## src/hdl/sacf_pkg.sv

```systemverilog
// Shared constants, codes and a helper function for the set-associative cache simulator.
package sacf_pkg;

  localparam int CNT_W       = 32;
  localparam int CFG_IDX_W   = 2;
  localparam int CFG_DATA_W  = 4;
  localparam int ADDR_PORT_W = 64;
  localparam int QUEUE_DEPTH = 2;

  typedef enum logic [1:0] {
    OP_LOAD   = 2'd0,
    OP_STORE  = 2'd1,
    OP_MODIFY = 2'd2
  } opcode_t;

  typedef enum logic [CFG_IDX_W-1:0] {
    CFG_SET_BITS    = 2'd0,
    CFG_WAYS        = 2'd1,
    CFG_OFFSET_BITS = 2'd2
  } cfg_idx_t;

  // Saturating add of a small increment to a running total.
  function automatic logic [CNT_W-1:0] sat_add(input logic [CNT_W-1:0] a,
                                               input logic [1:0] b);
    logic [CNT_W:0] s;
    s = {1'b0, a} + {{(CNT_W-1){1'b0}}, b};
    return s[CNT_W] ? {CNT_W{1'b1}} : s[CNT_W-1:0];
  endfunction

endpackage

```

## src/hdl/sacf_fifo.sv

```systemverilog
// Small command queue between the front end and the lookup engine.
module sacf_fifo #(
  parameter int WIDTH = 8
) (
  input  logic             clk,
  input  logic             rst_n,
  input  logic             push,
  input  logic [WIDTH-1:0] push_data,
  input  logic             pop,
  output logic [WIDTH-1:0] pop_data,
  output logic             full,
  output logic             empty
);
  import sacf_pkg::*;

  localparam int PTR_W  = (QUEUE_DEPTH > 1) ? $clog2(QUEUE_DEPTH) : 1;
  localparam int QCNT_W = $clog2(QUEUE_DEPTH + 1);

  logic [WIDTH-1:0]  slot_r [QUEUE_DEPTH];
  logic [PTR_W-1:0]  wr_ptr_r;
  logic [PTR_W-1:0]  rd_ptr_r;
  logic [QCNT_W-1:0] count_r;

  assign full     = (count_r == QCNT_W'(QUEUE_DEPTH));
  assign empty    = (count_r == '0);
  assign pop_data = slot_r[rd_ptr_r];

  always_ff @(posedge clk) begin
    if (push && !full) begin
      slot_r[wr_ptr_r] <= push_data;
    end
  end

  always_ff @(posedge clk) begin
    if (!rst_n) begin
      wr_ptr_r <= '0;
      rd_ptr_r <= '0;
      count_r  <= '0;
    end else begin
      if (push && !full) begin
        wr_ptr_r <= (wr_ptr_r == PTR_W'(QUEUE_DEPTH - 1)) ? '0 : wr_ptr_r + PTR_W'(1);
      end
      if (pop && !empty) begin
        rd_ptr_r <= (rd_ptr_r == PTR_W'(QUEUE_DEPTH - 1)) ? '0 : rd_ptr_r + PTR_W'(1);
      end
      case ({push && !full, pop && !empty})
        2'b10:   count_r <= count_r + QCNT_W'(1);
        2'b01:   count_r <= count_r - QCNT_W'(1);
        default: count_r <= count_r;
      endcase
    end
  end

endmodule

```

## config.mk

```make
export PLATFORM = sky130hd
export DESIGN_NAME = sacf_fifo
export DESIGN_NICKNAME = d
export VERILOG_FILES = /design/src/hdl/sacf_pkg.sv /design/src/hdl/sacf_fifo.sv
export SDC_FILE = /design/constraint.sdc
export NUM_CORES = 1
export LEC_CHECK = 0
export ABC_CLOCK_PERIOD_IN_PS = 1700
export BUFFER_PORTS_ARGS = -buffer_cell sky130_fd_sc_hd__buf_2
export CAP_MARGIN = 20
export CORE_ASPECT_RATIO = 0.9
export CORE_UTILIZATION = 44
export DETAILED_ROUTE_END_ITERATION = 10
export GPL_TIMING_DRIVEN = 0
export PLACE_DENSITY = 0.74
export RECOVER_POWER = 50
export SYNTH_ARGS = -nofsm -noshare
export SYNTH_HDL_FRONTEND = slang
export SYNTH_SLANG_ARGS = --single-unit
```

## constraint.sdc

```tcl
create_clock -name clk -period 1.7 [get_ports clk]
set_clock_uncertainty 0.1 [all_clocks]
set_input_delay 0.34 -clock clk [delete_from_list [all_inputs] [get_ports clk]]
set_output_delay 0.34 -clock clk [all_outputs]
set_load 0.02 [all_outputs]
```

-- Yosys cells after proc, flatten, opt, wreduce, memory -nomap -nowiden
Memories as Yosys holds them, arrays and structs flattened. A register that Yosys moved wholly into a read port is not among the register bits.
Index checks and enable logic that the tools add are counted.
- flip-flop bits (word level): 4
- bits in latches: 0
- bits in writable memories: 16
- ROM bits: 0
- memories: 1
- memories (name ; words ; bits a word ; rd ports ; clocked after Yosys merged registers in ; write ports ; line ; RTL):
    slot_r ; 2 ; 8 ; 1 ; 1 ; 1 ; sacf_fifo.sv:19 ; logic [WIDTH-1:0] slot_r [QUEUE_DEPTH];
- add/sub/neg operators: 4
- multipliers: 0
- divide/modulo/power cells: 0
- order comparisons: 0
- equality and inequality tests: 3
- shift operators: 0
- mux-type cells: 7
- bitwise logic cells: 0
- reduce and logical (&&, ||, !) cells: 6
- operators by type and width (operator ; count):
    two-way mux 1 bit ; 6
    equality test 2 bit (second input constant) ; 2
    case mux 2 bit (2 select lines) ; 1
    adder 1 bit (second input constant) ; 2
    adder 2 x 1 -> 2 bit (second input constant) ; 1
    equality test 2 x 1 -> 1 bit (second input constant) ; 1
    logical AND 1 bit ; 2
    logical NOT 1 bit ; 2
    logical NOT 2 bit ; 1
    nonzero test 2 bit ; 1
    subtractor 2 x 1 -> 2 bit (second input constant) ; 1

-- Logic depth before layout (Yosys ltp)
Gate-level depths: netlist (run 1).
- word-level depth: 5
- mapped depth: 6

-- Worst setup path before layout (run 1)
OpenSTA, ideal clock, no wires.
- kind: register to register
- start point: register count_r[0]
- end point: memory slot_r[0][0] (enable)
- setup time: 0.324 ns
- arrival: 1.121 ns
- required time: 1.276 ns
- setup slack: 0.155 ns
- stages on the path, launching flop included: 5
- buffers on the path: 0
- period minus slack after synthesis: 1.545 ns
- cells stage by stage: dfxtp_1 > nand2b_2 > inv_2 > or3_1 > inv_1
- word-level cells in the longest chain between the ends: 5
- RTL lines (element ; line ; RTL):
    start, declared ; sacf_fifo.sv:22 ; logic [QCNT_W-1:0] count_r;
    start signal, assigned ; sacf_fifo.sv:47 ; 2'b10: count_r <= count_r + QCNT_W'(1);
    start signal, assigned ; sacf_fifo.sv:48 ; 2'b01: count_r <= count_r - QCNT_W'(1);
    start signal, assigned ; sacf_fifo.sv:49 ; default: count_r <= count_r;
    equality test 2 bit ; sacf_fifo.sv:24 ; assign full = (count_r == QCNT_W'(QUEUE_DEPTH));
    via full ; sacf_fifo.sv:11 ; output logic full,
    logical NOT 1 bit ; sacf_fifo.sv:29 ; if (push && !full) begin
    logical AND 1 bit ; sacf_fifo.sv:29 ;
    two-way mux 1 bit ; sacf_fifo.sv:29 ;
    two-way mux 1 bit (implied by the code) ; sacf_fifo.sv:30 ; slot_r[wr_ptr_r] <= push_data;
    end, declared ; sacf_fifo.sv:19 ;
The timed path passes the listed nets, and every way through them passes these cells.

==> qor.csv, run 1 <==
stage;metric;value;unit
synth;syn_area;811;um^2
worst_setup_path;crit_cells;2;
global_route;grtUsageTotal;0.133;
worst_setup_path;crit_type;reg2out;
synth;synth_area_leader_cell;edfxtp_1;
status;status;complete, no violations;
worst_setup_path;crit_fanout;8;
floorplan;placementRows;14;
power_and_ir_drop;power.density;1540;nW/um^2
floorplan;initial_core_util;0.477;
floorplan;coreArea;1700;um^2
worst_setup_path;cp.arrival;1210;ps
worst_setup_path;worst_path_max_delay_cell;dfxtp_4;
clock_tree;cts.path.max_buffers;2;
clock_tree;clock_latency;290;ps
synth;synth_cells;51;
place;placedCellCount;96;
power_and_ir_drop;ir_drop;0.000835;V
power_and_ir_drop;p_switching;492;uW
place;place_congestion;0.637;
power_and_ir_drop;switching_share;0.327;
layout;syn2layout_area_growth;20.5;%
power_and_ir_drop;clockPowerShare;0.151;
layout;fin_util;0.575;
clock_tree;cts_hold_buf;0;
worst_setup_path;reg2reg_depth;5;
floorplan;dieArea;2020;um^2
layout;layout.nets;89;
synth;synth_area_per_cell;15.9;um^2
synth;synth.distinct_cells;18;
flow_run;maxCapViolations;0;
layout;drive_above_1_share;0.440;
detailed_routing;vias_per_cell;4.74;
synth;synth_top_area_share;0.593;
sta;timing.final.crit_share;0.973;
worst_setup_path;end_kind;output port;
sta;slew_headroom;0.748;
worst_setup_path;timing.rr.end;count_r[1];
place;dp_hpwl;843;um
worst_setup_path;slowest_delay;420;ps
clock_tree;root_buffer;clkbuf_4;
detailed_routing;routed_wl;1160;um
layout;final_cells;99;
synth;synth-seq-cells;21;
sta;min_period;1650;ps
clock_tree;cts.clk_slew.worst_paths;110;ps
detailed_routing;drt_iter0_drc;9;
detailed_routing;wl_per_cell;11.8;um
clock_tree;cts_tree;yes;
synth;yosysWarnings;0;
layout;antenna-diode-count;0;
worst_setup_path;crit_chain;mux2_2 > buf_4;
worst_setup_path;crit_buf_inv;1;
synth;ys_seq_area_frac;0.716;
min_path;min_path_type;in2reg;
worst_setup_path;r2r_setup_slack;130;ps
sta;tns;0;ps
place;place.port_buffers;21;
sta;final-setup-viol-count;0;
sta;postLayoutSetupSlackWorst;45.8;ps
global_route;grt_pass1_vias;424;
detailed_routing;ant_nets;0;
synth;synthTopCellsByArea;edfxtp_1 (59%), dfxtp_1 (12%), mux2_2 (11%), xnor2_1 (3.2%), a21boi_1 (1.9%);
sta;hold_viol_final;0;
clock_tree;clock-sinks;21;
floorplan;die_w;47.3;um
sta;grt_setup_unrepaired;true;
synth;syn_nets;64;
power_and_ir_drop;combPwrFrac;0.353;
power_and_ir_drop;power_leakage;0.368;nW
power_and_ir_drop;internal_power;1.01;mW
clock_tree;cts_buffers;3;
global_route;grt_max_degree;12;
global_route;antenna_found_initial;0;
worst_setup_path;path_delay_family;flip-flops;
worst_setup_path;r2r-start;count_r[0];
clock_tree;htreeDepth;1;
sta;worst_pin_slew;379;ps
power_and_ir_drop;p_seq_frac;0.496;
detailed_routing;dr_total_vias;469;
global_route;overflow;0;
worst_setup_path;critPathLaunchType;register;
detailed_routing;first_pass_iters;3;
detailed_routing;drc;0;
sta;max_freq;0.605;GHz
place;pre_cts_ws;20.6;ps
worst_setup_path;worstPathRequired;1260;ps
worst_setup_path;crit_path_end;pop_data[3];
floorplan;fp.dieH;42.7;um
global_route;grt_pass1_wl;1770;um
sta;slew_viol_final;0;
floorplan;io_pins;22;
[Yosys cell counts]
cell	instances
o21a_1	1
dfxtp_1	5
o21ai_0	2
edfxtp_1	16
a21boi_1	2
xnor2_1	3
nor2b_1	2
nand2_1	1
and3_1	1
inv_2	1
clkbuf_1	1
and2_1	1
mux2_2	8
or3_1	2
inv_1	2
nand2b_2	1
ha_1	1
nor2_1	1
[how the worst min path moves through the flow]
| stage | from | end | slack, ps | cells after the start |
|---|---|---|---|---|
| final | push_data[7] | slot_r[0][7] | 130 | 1 |
| after detailed placement | wr_ptr_r | wr_ptr_r | 380 | 2 |
| after global placement | wr_ptr_r | wr_ptr_r | 370 | 2 |
| after floorplan | push_data[0] | slot_r[0][0] | 340 | 0 |
| after global routing | push_data[3] | slot_r[0][3] | 120 | 1 |
| after CTS | push_data[7] | slot_r[1][7] | 120 | 1 |
[flip-flops by register name (all words and copies together), names as in the netlist, named ones only]
signal,cells
slot_r,16
wr_ptr_r,1
count_r,2
rd_ptr_r,1
[cells by family (layout without fill, tap and decap cells)]
kind of cell / Yosys count / after routing / synth area share
flip-flops: 21 / 21 / 0.716
AND/OR/NAND/NOR: 9 / 9 / 0.0664
multiplexers: 8 / 8 / 0.111
AO/OA/AOI/OAI: 5 / 5 / 0.0401
buffers and inverters: 4 / 28 / 0.0185
XOR/XNOR: 3 / 3 / 0.0324
adder cells (fa/ha/maj): 1 / 1 / 0.0154
[cell usage in the layout (no fill, tap or decap), types with 2 or more instances in the layout]
cell type  instances
edfxtp_1          16
buf_2             15
mux2_2             8
clkbuf_1           5
xnor2_1            3
clkbuf_4           3
dfxtp_1            3
nor2b_1            2
or3_1              2
o21ai_0            2
a21boi_1           2
buf_4              2
[power by group through the flow]
stage | sequential [mW] | clock, mW | combinational [mW]
finish | 0.745 | 0.227 | 0.530
global route | 0.760 | 0.247 | 0.584
CTS | 0.744 | 0.236 | 0.525
detailed placement | 0.720 | 0 | 0.554
global placement | 0.716 | 0 | 0.542
floorplan | 0.710 | 0 | 0.414
[cell type report]
class	instances	area, um^2
multi-input cells	26	215
fillers	150	722
repair buffers	21	105
flip-flops and latches	21	586
well taps	24	30.0
clock buffers	4	26.3
inverters	3	15.0
[through the flow]
step	hold WS [ps]	power (mW)	area, um^2
after CTS	118	1.50	972
after global routing	117	1.59	977
after detailed placement	384	1.27	946
after floorplan	339	1.12	811
after global placement	368	1.26	946
final	130	1.50	977
[what timing repair did]
item                       CTS  global route
pin swaps                    0             0
buffers inserted             0             0
gates cloned                 0             0
gates resized for setup      2             4
setup endpoints to repair    8            17
[per-layer routing]
layer | track usage | vias up | part of all wire
met2 | 0.197 | 15 | 0.51
met3 | 0.0426 | 2 | 0.057
li1 | - | 235 | -
met4 | 0.0857 | 0 | 0.017
met5 | 0 | - | 0
met1 | 0.163 | 217 | 0.42
(Power assumes the default switching activity.)
==> run 2, diff against run 1 <==
ABC_AREA = 1   (was unset)
==> run 2 against run 1 <==
Compared with the run above: worst hold slack got worse by 12 ps; via count rose by 16%; first-iteration DRC count rose by 11%; cell count rose by 16%; clock-buffer cell count fell by 1; clock power rose by 3%; area after synthesis rose by 3.5%; setup slack got worse by 18 ps; sequential power fell by 10%; wire length rose by 29%; sequential share of layout area fell by 6.7 points.
==> qor.csv, run 2 <==
stage;metric;value;unit;change
synth;ys.flop_type;edfxtp_1;;unchanged
layout;layout.nets;105;;was 89
global_route;grt_pass1_vias;507;;was 424
synth;synthTopCellsByArea;edfxtp_1 (57%), dfxtp_1 (12%), mux2_2 (11%), nor2_1 (4.0%), inv_1 (3.1%);;was edfxtp_1 (59%), dfxtp_1 (12%), mux2_2 (11%), xnor2_1 (3.2%), a21boi_1 (1.9%)
synth;async_reset_ff_frac;0;;unchanged
sta;timing.final.crit_share;0.984;;was 0.973
worst_setup_path;crit_chain;buf_8 > mux2_4 > buf_6;;was mux2_2 > buf_4
worst_setup_path;worst_path_max_delay_cell;dfxtp_2;;was dfxtp_4
min_path;hold-path-endpoint;slot_r[1][3];;was slot_r[0][7]
sta;final-setup-viol-count;0;;unchanged
clock_tree;htreeDepth;1;;unchanged
synth;synth_commonest_cells;edfxtp_1 (16), nor2_1 (9), mux2_2 (8);;was edfxtp_1 (16), mux2_2 (8), dfxtp_1 (5)
synth;synth_area_per_cell;12.9;um^2;was 15.9 um^2
power_and_ir_drop;combPwrFrac;0.357;;was 0.353
floorplan;coreArea;1730;um^2;was 1700 um^2
global_route;grt_pass1_wl;2190;um;was 1770 um
synth;syn_nets;78;;was 64
synth;syn_area;840;um^2;was 811 um^2
floorplan;placementRows;14;;unchanged
worst_setup_path;reg2reg_depth;9;;was 5
place;pre_cts_ws;-13.0;ps;was 20.6 ps
clock_tree;cts_tree;yes;;unchanged
clock_tree;cts.clk_slew.worst_paths;120;ps;was 110 ps
synth;synth_area_leader_cell;edfxtp_1;;unchanged
layout;final_area;1100;um^2;was 977 um^2
power_and_ir_drop;power.density;1280;nW/um^2;was 1540 nW/um^2
floorplan;dieArea;2090;um^2;was 2020 um^2
worst_setup_path;worstPathRequired;1260;ps;about the same
min_path;min_path_type;in2reg;;unchanged
worst_setup_path;crit_type;reg2out;;unchanged
min_path;min_path_cells;1;;unchanged
clock_tree;clock_latency;300;ps;was 290 ps
layout;seqCellArea;583;um^2;was 586 um^2
worst_setup_path;timing.rr.end;count_r[1];;unchanged
power_and_ir_drop;p_switching;450;uW;was 492 uW
global_route;grtUsageTotal;0.159;;was 0.133
sta;postLayoutSetupSlackWorst;27.9;ps;was 45.8 ps
worst_setup_path;path_delay_family;flip-flops;;unchanged
layout;multiInputGateArea;250;um^2;was 215 um^2
synth;synth-edff-count;16;;unchanged
detailed_routing;drt_iter0_drc;10;;was 9
layout;antenna-diode-count;0;;unchanged
clock_tree;cts.path.max_buffers;2;;unchanged
detailed_routing;dr_total_vias;543;;was 469
synth;synth.distinct_cells;16;;was 18
power_and_ir_drop;power_leakage;0.470;nW;was 0.368 nW
sta;worst_pin_slew;432;ps;was 379 ps
layout;regMostFlops;slot_r;;unchanged
floorplan;fp.dieH;43.4;um;was 42.7 um
sta;fin_hold_ws;118;ps;was 130 ps
worst_setup_path;cp.arrival;1230;ps;was 1210 ps
sta;grt_setup_unrepaired;true;;unchanged
sta;slew_viol_final;0;;unchanged
worst_setup_path;crit_buf_inv;2;;was 1
detailed_routing;routed_wl;1510;um;was 1160 um
power_and_ir_drop;ir_drop;0.000717;V;was 0.000835 V
floorplan;die_w;48.0;um;was 47.3 um
worst_setup_path;end_kind;output port;;unchanged
power_and_ir_drop;internal_power;954;uW;was 1.01 mW
power_and_ir_drop;finalPower;1.40;mW;was 1.50 mW
global_route;overflow;0;;unchanged
synth;yosysWarnings;0;;unchanged
power_and_ir_drop;p_seq_frac;0.477;;was 0.496
sta;slew_headroom;0.712;;was 0.748
detailed_routing;drc;0;;unchanged
global_route;antenna_found_initial;0;;unchanged
place;placed_area;975;um^2;was 946 um^2
synth;synth-seq-cells;21;;unchanged
synth;ys_seq_area_frac;0.692;;was 0.716
layout;largest_register_ffs;16;;unchanged
floorplan;initial_core_util;0.484;;was 0.477
place;place.port_buffers;21;;unchanged
clock_tree;root_buffer;clkbuf_4;;unchanged
flow_run;maxCapViolations;0;;unchanged
layout;layout_commonest_cell;edfxtp_1;;unchanged
layout;drive_above_1_share;0.429;;was 0.440
sta;max_freq;0.598;GHz;was 0.605 GHz
layout;fin_util;0.632;;was 0.575
power_and_ir_drop;clockPowerShare;0.167;;was 0.151
synth;synth_top_area_share;0.572;;was 0.593
detailed_routing;first_pass_iters;4;;was 3
place;place_congestion;0.760;;was 0.637
clock_tree;cts_buffers;3;;unchanged
layout;reg.largest.list;slot_r x16, count_r x2;;unchanged
worst_setup_path;slowest_delay;350;ps;was 420 ps
layout;nFillCells;137;;was 150
worst_setup_path;crit_fanout;8;;unchanged
detailed_routing;wl_per_cell;13.1;um;was 11.8 um
power_and_ir_drop;switching_share;0.321;;was 0.327
place;dp_hpwl;1010;um;was 843 um
synth;synth_cells;65;;was 51
worst_setup_path;r2r-start;count_r[0];;unchanged
sta;min_period;1670;ps;was 1650 ps
layout;syn2layout_area_growth;30.6;%;was 20.5%
global_route;grt_max_degree;13;;was 12
sta;hold_viol_final;0;;unchanged
detailed_routing;ant_nets;0;;unchanged
floorplan;io_pins;22;;unchanged
worst_setup_path;r2r_setup_slack;160;ps;was 130 ps
synth;synth.most_common_cell;edfxtp_1;;unchanged
clock_tree;clock-sinks;21;;unchanged
status;status;complete, no violations;;unchanged
detailed_routing;vias_per_cell;4.72;;was 4.74
worst_setup_path;critPathLaunchType;register;;unchanged
min_path;hp-start;push_data[3];;was push_data[7]
[run 2: cell count changes in the layout (fill, tap and decap cells not counted), sizes merged, moves of 2 or more]
cell and change:
nor2 +12, nand2 +7, inv +7, xnor2 -3, a21boi -2, or3 -2, nor2b -2
[run 2: power groups by stage]
stage               sequential, mW  combinational [mW]  clock, mW
floorplan                    0.663               0.294          0
global placement             0.666               0.384          0
detailed placement           0.671               0.400          0
CTS                          0.662               0.438      0.239
global route                 0.678               0.544      0.265
finish                       0.669               0.501      0.234
[run 2: worst register-to-register path: cells and delay by family (launching register included)]
kind	cells	cell delay, ps
simple gates	6	500
flops	1	390
fa+ha+maj	1	330
buf+inv	2	160
[run 2: worst max-delay path by stage]
stage                from           end  slack (ps)  depth (start not counted)
2_1_floorplan  count_r[0]  slot_r[0][0]         210                          4
3_3_place_gp         push  slot_r[0][6]          30                          5
3_5_place_dp         push  slot_r[0][1]         -10                          5
4_1_cts          register   pop_data[0]         -10                          3
5_1_grt          register   pop_data[0]         -20                          3
6_report         register   pop_data[0]          30                          3
[run 2: layer usage]
| layer | vias to the layer above | track usage | wire length, um |
|---|---|---|---|
| met4 | 0 | 0.0889 | 14 |
| met5 | - | 0 | 0 |
| met2 | 16 | 0.254 | 843 |
| met1 | 256 | 0.186 | 597 |
| li1 | 269 | - | - |
| met3 | 2 | 0.0500 | 49 |
[run 2: what timing repair did]
| action | CTS | global route |
|---|---|---|
| setup buffers | 0 | 1 |
| gates resized for setup | 12 | 19 |
| setup endpoints to repair | 16 | 9 |
| cloned | 0 | 0 |
| pin swaps | 0 | 1 |
| hold buffers | 0 | 0 |
[run 2: kinds of logic (layout without fill, tap and decap cells)]
| logic type | Yosys count | after routing | share of synthesized area |
|---|---|---|---|
| buf+inv | 10 | 36 | 0.0462 |
| fa+ha+maj | 1 | 1 | 0.0149 |
| compound gates | 2 | 2 | 0.0119 |
| flops | 21 | 21 | 0.692 |
| simple gates | 23 | 23 | 0.128 |
| mux | 8 | 8 | 0.107 |
[run 2: per-stage QoR]
| stage | std cells | TNS (ps) |
|---|---|---|
| after floorplan | 65 | 0 |
| after global placement | 110 | 0 |
| after detailed placement | 110 | -102 |
| after CTS | 114 | -22.1 |
| after global routing | 115 | -119 |
| final | 115 | 0 |
[run 2: layout make-up]
cell class,instances,area share
timing repair buffer,22,0.143
multi-input combinational,34,0.228
buffer,1,0.0137
inverter,9,0.0308
clock inverter,1,0.00457
tap,24,0.0274
sequential,21,0.532
clock buffer,3,0.0205
